===== src/hdl/aab_pkg.sv =====
`default_nettype none
package aab_pkg;

  localparam int CHANNELS_DEF  = 64;
  localparam int CODE_BITS_DEF = 16;

  localparam int CHAN_W   = 6;
  localparam int IN_CODE_W = 16;
  localparam int ACT_W    = 7;
  localparam int COUNT_W  = 16;

  localparam logic [ACT_W-1:0] ACTIVE_RESET = 7'd64;

  localparam logic [1:0] ST_NORMAL = 2'd0;
  localparam logic [1:0] ST_ALARM  = 2'd1;
  localparam logic [1:0] ST_ACCEPT = 2'd2;
  localparam logic [1:0] ST_RETURN = 2'd3;

  localparam logic [1:0] STATUS_OK      = 2'd0;
  localparam logic [1:0] STATUS_REFUSED = 2'd1;
  localparam logic [1:0] STATUS_UNKNOWN = 2'd2;
  localparam logic [1:0] STATUS_ABSENT  = 2'd3;

  localparam logic [1:0] CMD_SUPPRESS   = 2'd0;
  localparam logic [1:0] CMD_UNSUPPRESS = 2'd1;
  localparam logic [1:0] CMD_ACK        = 2'd2;

  localparam logic MODE_SCAN = 1'b0;

  localparam int FL_ERR   = 0;
  localparam int FL_UNACK = 1;
  localparam int FL_NEW   = 2;

  typedef struct packed {
    logic [1:0]           command;
    logic [IN_CODE_W-1:0] fault_code;
    logic                 fault;
    logic [CHAN_W-1:0]    channel;
  } in_item_t;

  typedef struct packed {
    logic [COUNT_W-1:0] change_count;
    logic [2:0]         flags;
    logic [1:0]         channel_state;
    logic [1:0]         status;
  } out_word_t;

  localparam int IN_ITEM_W  = $bits(in_item_t);
  localparam int OUT_WORD_W = $bits(out_word_t);
  localparam int IN_DATA_W  = ((IN_ITEM_W + 7) / 8) * 8;
  localparam int OUT_DATA_W = ((OUT_WORD_W + 7) / 8) * 8;

  typedef struct packed {
    logic clr_step;
    logic capture;
    logic commit;
  } ctrl_cmd_t;

  typedef struct packed {
    logic clr_last;
  } ctrl_stat_t;

endpackage
`default_nettype wire


===== src/hdl/aab_ram.sv =====
`default_nettype none
module aab_ram #(
  parameter int WIDTH = 8,
  parameter int DEPTH = 16,
  localparam int AW = (DEPTH > 1) ? $clog2(DEPTH) : 1
) (
  input  wire logic             clk,
  input  wire logic             we,
  input  wire logic [AW-1:0]    waddr,
  input  wire logic [WIDTH-1:0] wdata,
  input  wire logic             re,
  input  wire logic [AW-1:0]    raddr,
  output logic      [WIDTH-1:0] rdata
);

  logic [WIDTH-1:0] mem [DEPTH];

  always_ff @(posedge clk) begin
    if (we) begin
      mem[waddr] <= wdata;
    end
    if (re) begin
      rdata <= mem[raddr];
    end
  end

endmodule
`default_nettype wire


===== src/hdl/aab_ctrl.sv =====
`default_nettype none
module aab_ctrl (
  input  wire logic               clk,
  input  wire logic               rst_n,
  input  wire logic               in_tvalid,
  output logic                    in_tready,
  output logic                    out_tvalid,
  input  wire logic               out_tready,
  output aab_pkg::ctrl_cmd_t      cmd,
  input  wire aab_pkg::ctrl_stat_t stat
);
  import aab_pkg::*;

  localparam logic [1:0] S_CLR  = 2'd0;
  localparam logic [1:0] S_IDLE = 2'd1;
  localparam logic [1:0] S_EXEC = 2'd2;

  logic [1:0] state_r, state_nxt;
  logic       out_valid_r, out_valid_nxt;

  always_comb begin
    cmd.clr_step = (state_r == S_CLR);
    cmd.capture  = (state_r == S_IDLE) && in_tvalid;
    cmd.commit   = (state_r == S_EXEC) && (!out_valid_r || out_tready);
  end

  always_comb begin
    state_nxt = state_r;
    case (state_r)
      S_CLR: begin
        if (stat.clr_last) state_nxt = S_IDLE;
      end
      S_IDLE: begin
        if (cmd.capture) state_nxt = S_EXEC;
      end
      S_EXEC: begin
        if (cmd.commit) state_nxt = S_IDLE;
      end
      default: state_nxt = S_CLR;
    endcase
  end

  always_comb begin
    if (cmd.commit) out_valid_nxt = 1'b1;
    else if (out_tready) out_valid_nxt = 1'b0;
    else out_valid_nxt = out_valid_r;
  end

  always_ff @(posedge clk) begin
    if (!rst_n) begin
      state_r     <= S_CLR;
      out_valid_r <= 1'b0;
    end else begin
      state_r     <= state_nxt;
      out_valid_r <= out_valid_nxt;
    end
  end

  assign in_tready  = (state_r == S_IDLE);
  assign out_tvalid = out_valid_r;

endmodule
`default_nettype wire


===== src/hdl/aab_dp.sv =====
`default_nettype none
module aab_dp #(
  parameter int CHANNELS  = aab_pkg::CHANNELS_DEF,
  parameter int CODE_BITS = aab_pkg::CODE_BITS_DEF
) (
  input  wire logic                      clk,
  input  wire logic                      rst_n,
  input  wire aab_pkg::ctrl_cmd_t        cmd,
  output aab_pkg::ctrl_stat_t            stat,
  input  wire aab_pkg::in_item_t         in_item,
  input  wire logic                      in_mode,
  input  wire logic                      in_last,
  input  wire logic                      cfg_wr,
  input  wire logic [aab_pkg::ACT_W-1:0] cfg_data,
  output aab_pkg::out_word_t             out_word,
  output logic                           out_last
);
  import aab_pkg::*;

  localparam int IDX_W = (CHANNELS > 1) ? $clog2(CHANNELS) : 1;
  localparam int ENT_W = CODE_BITS + 3;
  localparam logic [IDX_W-1:0] LAST_IDX = IDX_W'(CHANNELS - 1);

  logic [IDX_W-1:0]     clr_cnt_r;
  logic                 mode_r;
  logic [CHAN_W-1:0]    chan_r;
  logic                 fault_r;
  logic [CODE_BITS-1:0] code_r;
  logic                 last_r;
  logic [1:0]           cmd_r;
  logic [ACT_W-1:0]     active_r;
  logic [2:0]           flags_r, flags_nxt;
  logic                 changed_r, changed_nxt;
  logic [COUNT_W-1:0]   count_r, count_nxt;
  out_word_t            out_word_r;
  logic                 out_last_r;

  logic [ENT_W-1:0]     rd_q;
  logic [1:0]           rd_st;
  logic [CODE_BITS-1:0] rd_code;
  logic                 rd_supp;
  logic                 present;
  logic [IDX_W-1:0]     chan_idx;

  logic [1:0]           st_new;
  logic [CODE_BITS-1:0] code_new;
  logic                 supp_new;
  logic [1:0]           status;
  logic [2:0]           add;
  logic                 chg;
  logic                 cnt_inc;
  logic [2:0]           flags_out;

  logic                 ram_we;
  logic [IDX_W-1:0]     ram_waddr;
  logic [ENT_W-1:0]     ram_wdata;

  assign rd_st    = rd_q[1:0];
  assign rd_code  = rd_q[CODE_BITS+1:2];
  assign rd_supp  = rd_q[CODE_BITS+2];
  assign chan_idx = IDX_W'(chan_r);
  assign present  = ({1'b0, chan_r} < active_r) && (32'(chan_r) < 32'(CHANNELS));

  always_comb begin
    st_new      = rd_st;
    code_new    = rd_code;
    supp_new    = rd_supp;
    status      = STATUS_OK;
    add         = 3'b000;
    chg         = 1'b0;
    cnt_inc     = 1'b0;
    flags_out   = flags_r;
    flags_nxt   = flags_r;
    changed_nxt = changed_r;
    if (mode_r == MODE_SCAN) begin
      if (present) begin
        if (fault_r) begin
          if (rd_code != code_r) begin
            code_new = code_r;
            chg      = 1'b1;
          end
          if (rd_st == ST_ALARM) begin
            add[FL_UNACK] = 1'b1;
          end else if (rd_st == ST_NORMAL || rd_st == ST_RETURN) begin
            st_new        = ST_ALARM;
            chg           = 1'b1;
            add[FL_NEW]   = 1'b1;
            add[FL_UNACK] = 1'b1;
          end
          add[FL_ERR] = 1'b1;
          if (rd_supp) add = 3'b000;
        end else begin
          if (rd_st == ST_ACCEPT) begin
            st_new = ST_NORMAL;
            chg    = 1'b1;
          end else if (rd_st == ST_ALARM) begin
            st_new = ST_RETURN;
            chg    = 1'b1;
          end
        end
      end else begin
        status = STATUS_ABSENT;
      end
      flags_out   = flags_r | add;
      flags_nxt   = flags_out;
      changed_nxt = changed_r | chg;
      if (last_r) begin
        cnt_inc     = changed_nxt;
        flags_nxt   = 3'b000;
        changed_nxt = 1'b0;
      end
    end else begin
      if (present) begin
        case (cmd_r)
          CMD_SUPPRESS:   supp_new = 1'b1;
          CMD_UNSUPPRESS: supp_new = 1'b0;
          CMD_ACK: begin
            if (rd_st == ST_ALARM) st_new = ST_ACCEPT;
            else if (rd_st == ST_RETURN) st_new = ST_NORMAL;
            else status = STATUS_REFUSED;
          end
          default: status = STATUS_UNKNOWN;
        endcase
        cnt_inc = (status == STATUS_OK);
      end else begin
        status = STATUS_ABSENT;
      end
    end
  end

  assign count_nxt = count_r + COUNT_W'(cnt_inc);

  assign ram_we    = cmd.clr_step || (cmd.commit && present);
  assign ram_waddr = cmd.clr_step ? clr_cnt_r : chan_idx;
  assign ram_wdata = cmd.clr_step ? '0 : {supp_new, code_new, st_new};

  aab_ram #(
    .WIDTH(ENT_W),
    .DEPTH(CHANNELS)
  ) u_ram (
    .clk  (clk),
    .we   (ram_we),
    .waddr(ram_waddr),
    .wdata(ram_wdata),
    .re   (cmd.capture),
    .raddr(IDX_W'(in_item.channel)),
    .rdata(rd_q)
  );

  always_ff @(posedge clk) begin
    if (!rst_n) begin
      clr_cnt_r <= '0;
      active_r  <= ACTIVE_RESET;
      flags_r   <= 3'b000;
      changed_r <= 1'b0;
      count_r   <= '0;
    end else begin
      if (cmd.clr_step) clr_cnt_r <= clr_cnt_r + IDX_W'(1);
      if (cfg_wr) active_r <= cfg_data;
      if (cmd.commit) begin
        flags_r   <= flags_nxt;
        changed_r <= changed_nxt;
        count_r   <= count_nxt;
      end
    end
  end

  always_ff @(posedge clk) begin
    if (cmd.capture) begin
      mode_r  <= in_mode;
      chan_r  <= in_item.channel;
      fault_r <= in_item.fault;
      code_r  <= CODE_BITS'(in_item.fault_code);
      last_r  <= in_last;
      cmd_r   <= in_item.command;
    end
    if (cmd.commit) begin
      out_word_r.status        <= status;
      out_word_r.channel_state <= present ? st_new : ST_NORMAL;
      out_word_r.flags         <= flags_out;
      out_word_r.change_count  <= count_nxt;
      out_last_r               <= (mode_r == MODE_SCAN) && last_r;
    end
  end

  assign stat.clr_last = (clr_cnt_r == LAST_IDX);
  assign out_word      = out_word_r;
  assign out_last      = out_last_r;

endmodule
`default_nettype wire


===== src/hdl/alarm_annunciator_bank.sv =====
`default_nettype none
// Bank of per-channel alarm acknowledge state machines.
// The in_ channel carries one item per transfer: a scan sample of one channel
// (in_tuser low) or an operator command (in_tuser high). in_tlast marks the final
// sample of a scan pass. Every accepted item produces exactly one result transfer
// on the out_ channel, in order; out_tlast marks the result that closes a pass.
// The cfg_ channel writes the number of active channels; it is always ready and
// should only be written while no item is in flight.
// An item is handled in order: the accepting edge issues the registered read of the
// channel table, and the update state then writes the entry and loads the output
// register, so the block accepts no new item until the last one is committed, and
// out_tvalid rises when that output register is loaded.
// A held output result does not block acceptance of the next item; that item
// waits in the update cycle until the output register is taken.
// After reset the channel table is cleared one entry per cycle, so in_tready
// stays low until every entry is cleared; configuration writes are taken meanwhile.
module alarm_annunciator_bank #(
  parameter int CHANNELS  = aab_pkg::CHANNELS_DEF,
  parameter int CODE_BITS = aab_pkg::CODE_BITS_DEF
) (
  input  wire logic                           clk,
  input  wire logic                           rst_n,
  input  wire logic                           in_tvalid,
  output logic                                in_tready,
  // channel[5:0], fault[6], fault_code[22:7], command[24:23], zero fill above.
  input  wire logic [aab_pkg::IN_DATA_W-1:0]  in_tdata,
  // mode: low for a scan sample, high for an operator command.
  input  wire logic                           in_tuser,
  input  wire logic                           in_tlast,
  output logic                                out_tvalid,
  input  wire logic                           out_tready,
  // status[1:0], channel_state[3:2], any_error[4], any_unacked[5], new_error[6],
  // change_count[22:7], zero fill above.
  output logic [aab_pkg::OUT_DATA_W-1:0]      out_tdata,
  output logic                                out_tlast,
  input  wire logic                           cfg_valid,
  output logic                                cfg_ready,
  input  wire logic [aab_pkg::ACT_W-1:0]      cfg_data
);
  import aab_pkg::*;

  ctrl_cmd_t  cmd;
  ctrl_stat_t stat;
  in_item_t   in_item;
  out_word_t  out_word;

  assign in_item   = in_tdata[IN_ITEM_W-1:0];
  assign cfg_ready = 1'b1;
  assign out_tdata = OUT_DATA_W'(out_word);

  aab_ctrl u_ctrl (
    .clk       (clk),
    .rst_n     (rst_n),
    .in_tvalid (in_tvalid),
    .in_tready (in_tready),
    .out_tvalid(out_tvalid),
    .out_tready(out_tready),
    .cmd       (cmd),
    .stat      (stat)
  );

  aab_dp #(
    .CHANNELS (CHANNELS),
    .CODE_BITS(CODE_BITS)
  ) u_dp (
    .clk     (clk),
    .rst_n   (rst_n),
    .cmd     (cmd),
    .stat    (stat),
    .in_item (in_item),
    .in_mode (in_tuser),
    .in_last (in_tlast),
    .cfg_wr  (cfg_valid && cfg_ready),
    .cfg_data(cfg_data),
    .out_word(out_word),
    .out_last(out_tlast)
  );

endmodule
`default_nettype wire


===== config.mk =====
export PLATFORM = sky130hd
export DESIGN_NAME = alarm_annunciator_bank
export DESIGN_NICKNAME = d
export VERILOG_FILES = /design/src/hdl/aab_pkg.sv /design/src/hdl/aab_ram.sv /design/src/hdl/aab_ctrl.sv /design/src/hdl/aab_dp.sv /design/src/hdl/alarm_annunciator_bank.sv
export SDC_FILE = /design/constraint.sdc
export NUM_CORES = 1
export LEC_CHECK = 0
export BUFFER_PORTS_ARGS = -buffer_cell sky130_fd_sc_hd__buf_2
export CORE_MARGIN = 10
export CORE_UTILIZATION = 50
export CTS_BUF_LIST = sky130_fd_sc_hd__clkbuf_2 sky130_fd_sc_hd__clkbuf_4 sky130_fd_sc_hd__clkbuf_8
export DETAILED_ROUTE_END_ITERATION = 7
export PLACE_DENSITY = 0.76
export RECOVER_POWER = 100
export SLEW_MARGIN = 25
export SYNTH_ARGS = -nofsm -noshare
export SYNTH_HDL_FRONTEND = slang
export SYNTH_SLANG_ARGS = --single-unit

===== constraint.sdc =====
create_clock -name clk -period 5.9 [get_ports clk]
set_clock_uncertainty 0.05 [all_clocks]
set_input_delay 0.59 -clock clk [delete_from_list [all_inputs] [get_ports clk]]
set_output_delay 0.59 -clock clk [all_outputs]
set_load 0.03 [all_outputs]

==> impl_metrics.ini <==
[clock_network]
cts-buffers-inserted = 197
cts_tree = yes
clock_path_buffers = 3
cts_setup_buffers = 0
h-tree-depth = 4
cts_resized = 0
root_buffer = clkbuf_8
cts.sinks = 1322
insertion_delay_ps = 890
clkTransAtPathRegs_ps = 60
cts.hold.buffers_added = 31

[detailed_routing]
post-route-drc-count = 0
drtIter0Drc = 3286
vias_per_cell = 6.11
routedWlPerCell_um = 27.0
ant_nets = 0
drt-pass1-iter-count = 6
drt_wl_total_mm = 124
vias = 28000

[timing]
drv_slew = 205
finalSetupTns_ps = 0
setup_violations = 0
relSlewSlack = -1.10
layout_setup_ws_ps = 898
hold_viol = 0
timing.fmax_mhz = 200
fin_crit_ps = 5000
worstMarginPinSlew_ps = 3150
rsz0062_at_grt = false
fin_crit_sh = 0.848

[floorplanning]
die_area_sq_mm = 0.118
core_region_area_sq_mm = 0.103
start_util = 0.503
io_pins = 74
die_h_um = 343
row_count = 118
fp.dieW_um = 343

[setup_path]
worstSetupEndpointType = flip-flop
worstPathRequired_ps = 6330
crit_type = reg2reg
cp-start-kind = flip-flop
critPathMaxFanout = 44
worstPathArrival_ps = 5430

[final_layout]
nets = 3102
layout_commonest_cell = edfxtp_1
area_growth_pct = 12.4
fin_util = 0.566
design_area_sq_mm = 0.0585
fill_cells = 7427
layout-drive-gt1-share = 0.201
layout_common_cells = 1286 x edfxtp_1, 339 x mux2i_1, 202 x clkbuf_8

[yosys]
synth_top_cell_area_share = 0.741
seq_area_frac_synth = 0.755
synth_edf_count = 1286
ys_ff_latch = 1322
synth_area_leaders = edfxtp_1 74%, mux2i_1 6.5%, mux4_2 6.1%
yosysTopAreaCell = edfxtp_1
synthCells = 2791
syn_area_per_cell_sq_um = 18.7
synth_area_sq_mm = 0.0521
synth_ff_type = edfxtp_1
ys_warn_count = 0
syn-num-nets = 2851
synth_cell_types = 62
synth_async_sr_flop_share = 0

[global_routing]
grt_pass1_wl_mm = 183
grt-ovfl-total = 0
grt_util_all_layers = 0.209
antenna_found_initial = 5
grt_max_degree = 97
first_global_vias = 28400

[pwr]
power_leakage_nw = 19.7
power_density_mw_per_mm2 = 311
ir_drop_v = 0.000179

[placement]
port-buffer-count = 64
place_area_sq_mm = 0.0548
place_congestion = 0.831
post-place-ws_ps = 1610
hpwl_mm = 72.2

[status]
violations = capacitance limit, slew limit
status = finished with violations

[run]
drv_cap = 6

[min_path]
hold_class = in2reg
==> cells in the mapped netlist (8+ instances only) <==
cell type	instances
ha_1	14
a22oi_1	111
nor4_1	19
a21oi_1	21
a22o_1	9
xnor2_1	35
inv_1	20
buf_2	68
mux2_2	12
o22ai_1	16
clkbuf_1	54
nand2b_1	8
and2_1	23
nor2b_1	34
mux4_2	140
nand2_1	80
edfxtp_1	1286
buf_6	8
nor3_1	58
nand3_1	79
buf_4	18
a221oi_1	11
mux4_1	8
nor2_1	51
mux2i_1	339
dfxtp_1	36
nand4_1	14
xor2_1	11
o21ai_0	51
or3_1	25
a211oi_1	28
and3_1	10
==> metal layers <==
| layer | track usage | routed length [um] | part of all wire |
|---|---|---|---|
| met5 | 0 | 35 | 0.00028 |
| met3 | 0.0458 | 12400 | 0.10 |
| met4 | 0.0880 | 4740 | 0.038 |
| met1 | 0.270 | 46400 | 0.37 |
| met2 | 0.340 | 60200 | 0.49 |
==> power breakdown <==
group / switching (mW) / internal (mW)
registers: 0.0167 / 10.2
logic: 0.460 / 0.291
clock network: 3.38 / 3.83
==> final timing paths <==
path	startpoint	endpoint	slack (ps)	depth (start not counted)
min reg2reg	u_dp.count_r[15]	u_dp.count_r[15]	440	2
min	cfg_valid	u_dp.active_r[1]	110	3
max	u_ctrl.state_r[1]	u_dp.u_ram.mem[17][14]	900	5
max reg2reg	u_ctrl.state_r[1]	u_dp.u_ram.mem[17][14]	900	5
==> layout make-up <==
class | count | area, sq um | share of cell area
flip-flops and latches | 1322 | 39300 | 0.672
well taps | 1380 | 1730 | 0.0295
clock inverters | 87 | 537 | 0.00917
multi-input cells | 1289 | 12100 | 0.207
repair buffers | 212 | 1460 | 0.0250
clock buffers | 271 | 3300 | 0.0563
inverters | 20 | 75.1 | 0.00128
diodes | 1 | 2.50 | 0.0000427
==> kinds of logic (layout without fill, tap and decap cells) <==
logic type | count (synthesis) | after routing | share of synthesized area
and+or+nand+nor | 423 | 423 | 0.0417
muxes | 499 | 499 | 0.132
other | 2 | 3 | 0.000144
AOI/OAI and AO/OA | 305 | 305 | 0.0412
adders and majority gates | 14 | 14 | 0.00336
buffers and inverters | 180 | 590 | 0.0185
DFF | 1322 | 1322 | 0.755
xor gates and xnor gates | 46 | 46 | 0.00773
==> worst max-delay path: stages (launching register included) <==
cell,delay (ps)
dfxtp_1,410
or2_0,1880
mux2i_1,1020
nand2_1,440
nor3_1,240
clkbuf_2,570
==> sequential cells by signal, indices dropped and copies added (netlist names), 3 cells and up <==
signal and cells:
u_dp.u_ram.mem 1216, u_dp.out_word 23, u_dp.u_ram.rdata 19, u_dp.code_r 16, u_dp.count_r 16, u_dp.active_r 7
u_dp.chan_idx 6, u_dp.clr_cnt_r 6, u_dp.flags_r 3
==> stage by stage <==
| step | total power, mW | hold slack, ps | cells |
|---|---|---|---|
| global placement | 11.1 | 394 | 4190 |
| finish | 18.2 | 105 | 4582 |
| global route | 18.8 | 86.5 | 4582 |
| CTS | 18.3 | 37.2 | 4580 |
| floorplan | 10.9 | 378 | 2791 |
| detailed placement | 11.2 | 415 | 4191 |
Power figures use the tool's default switching activity.
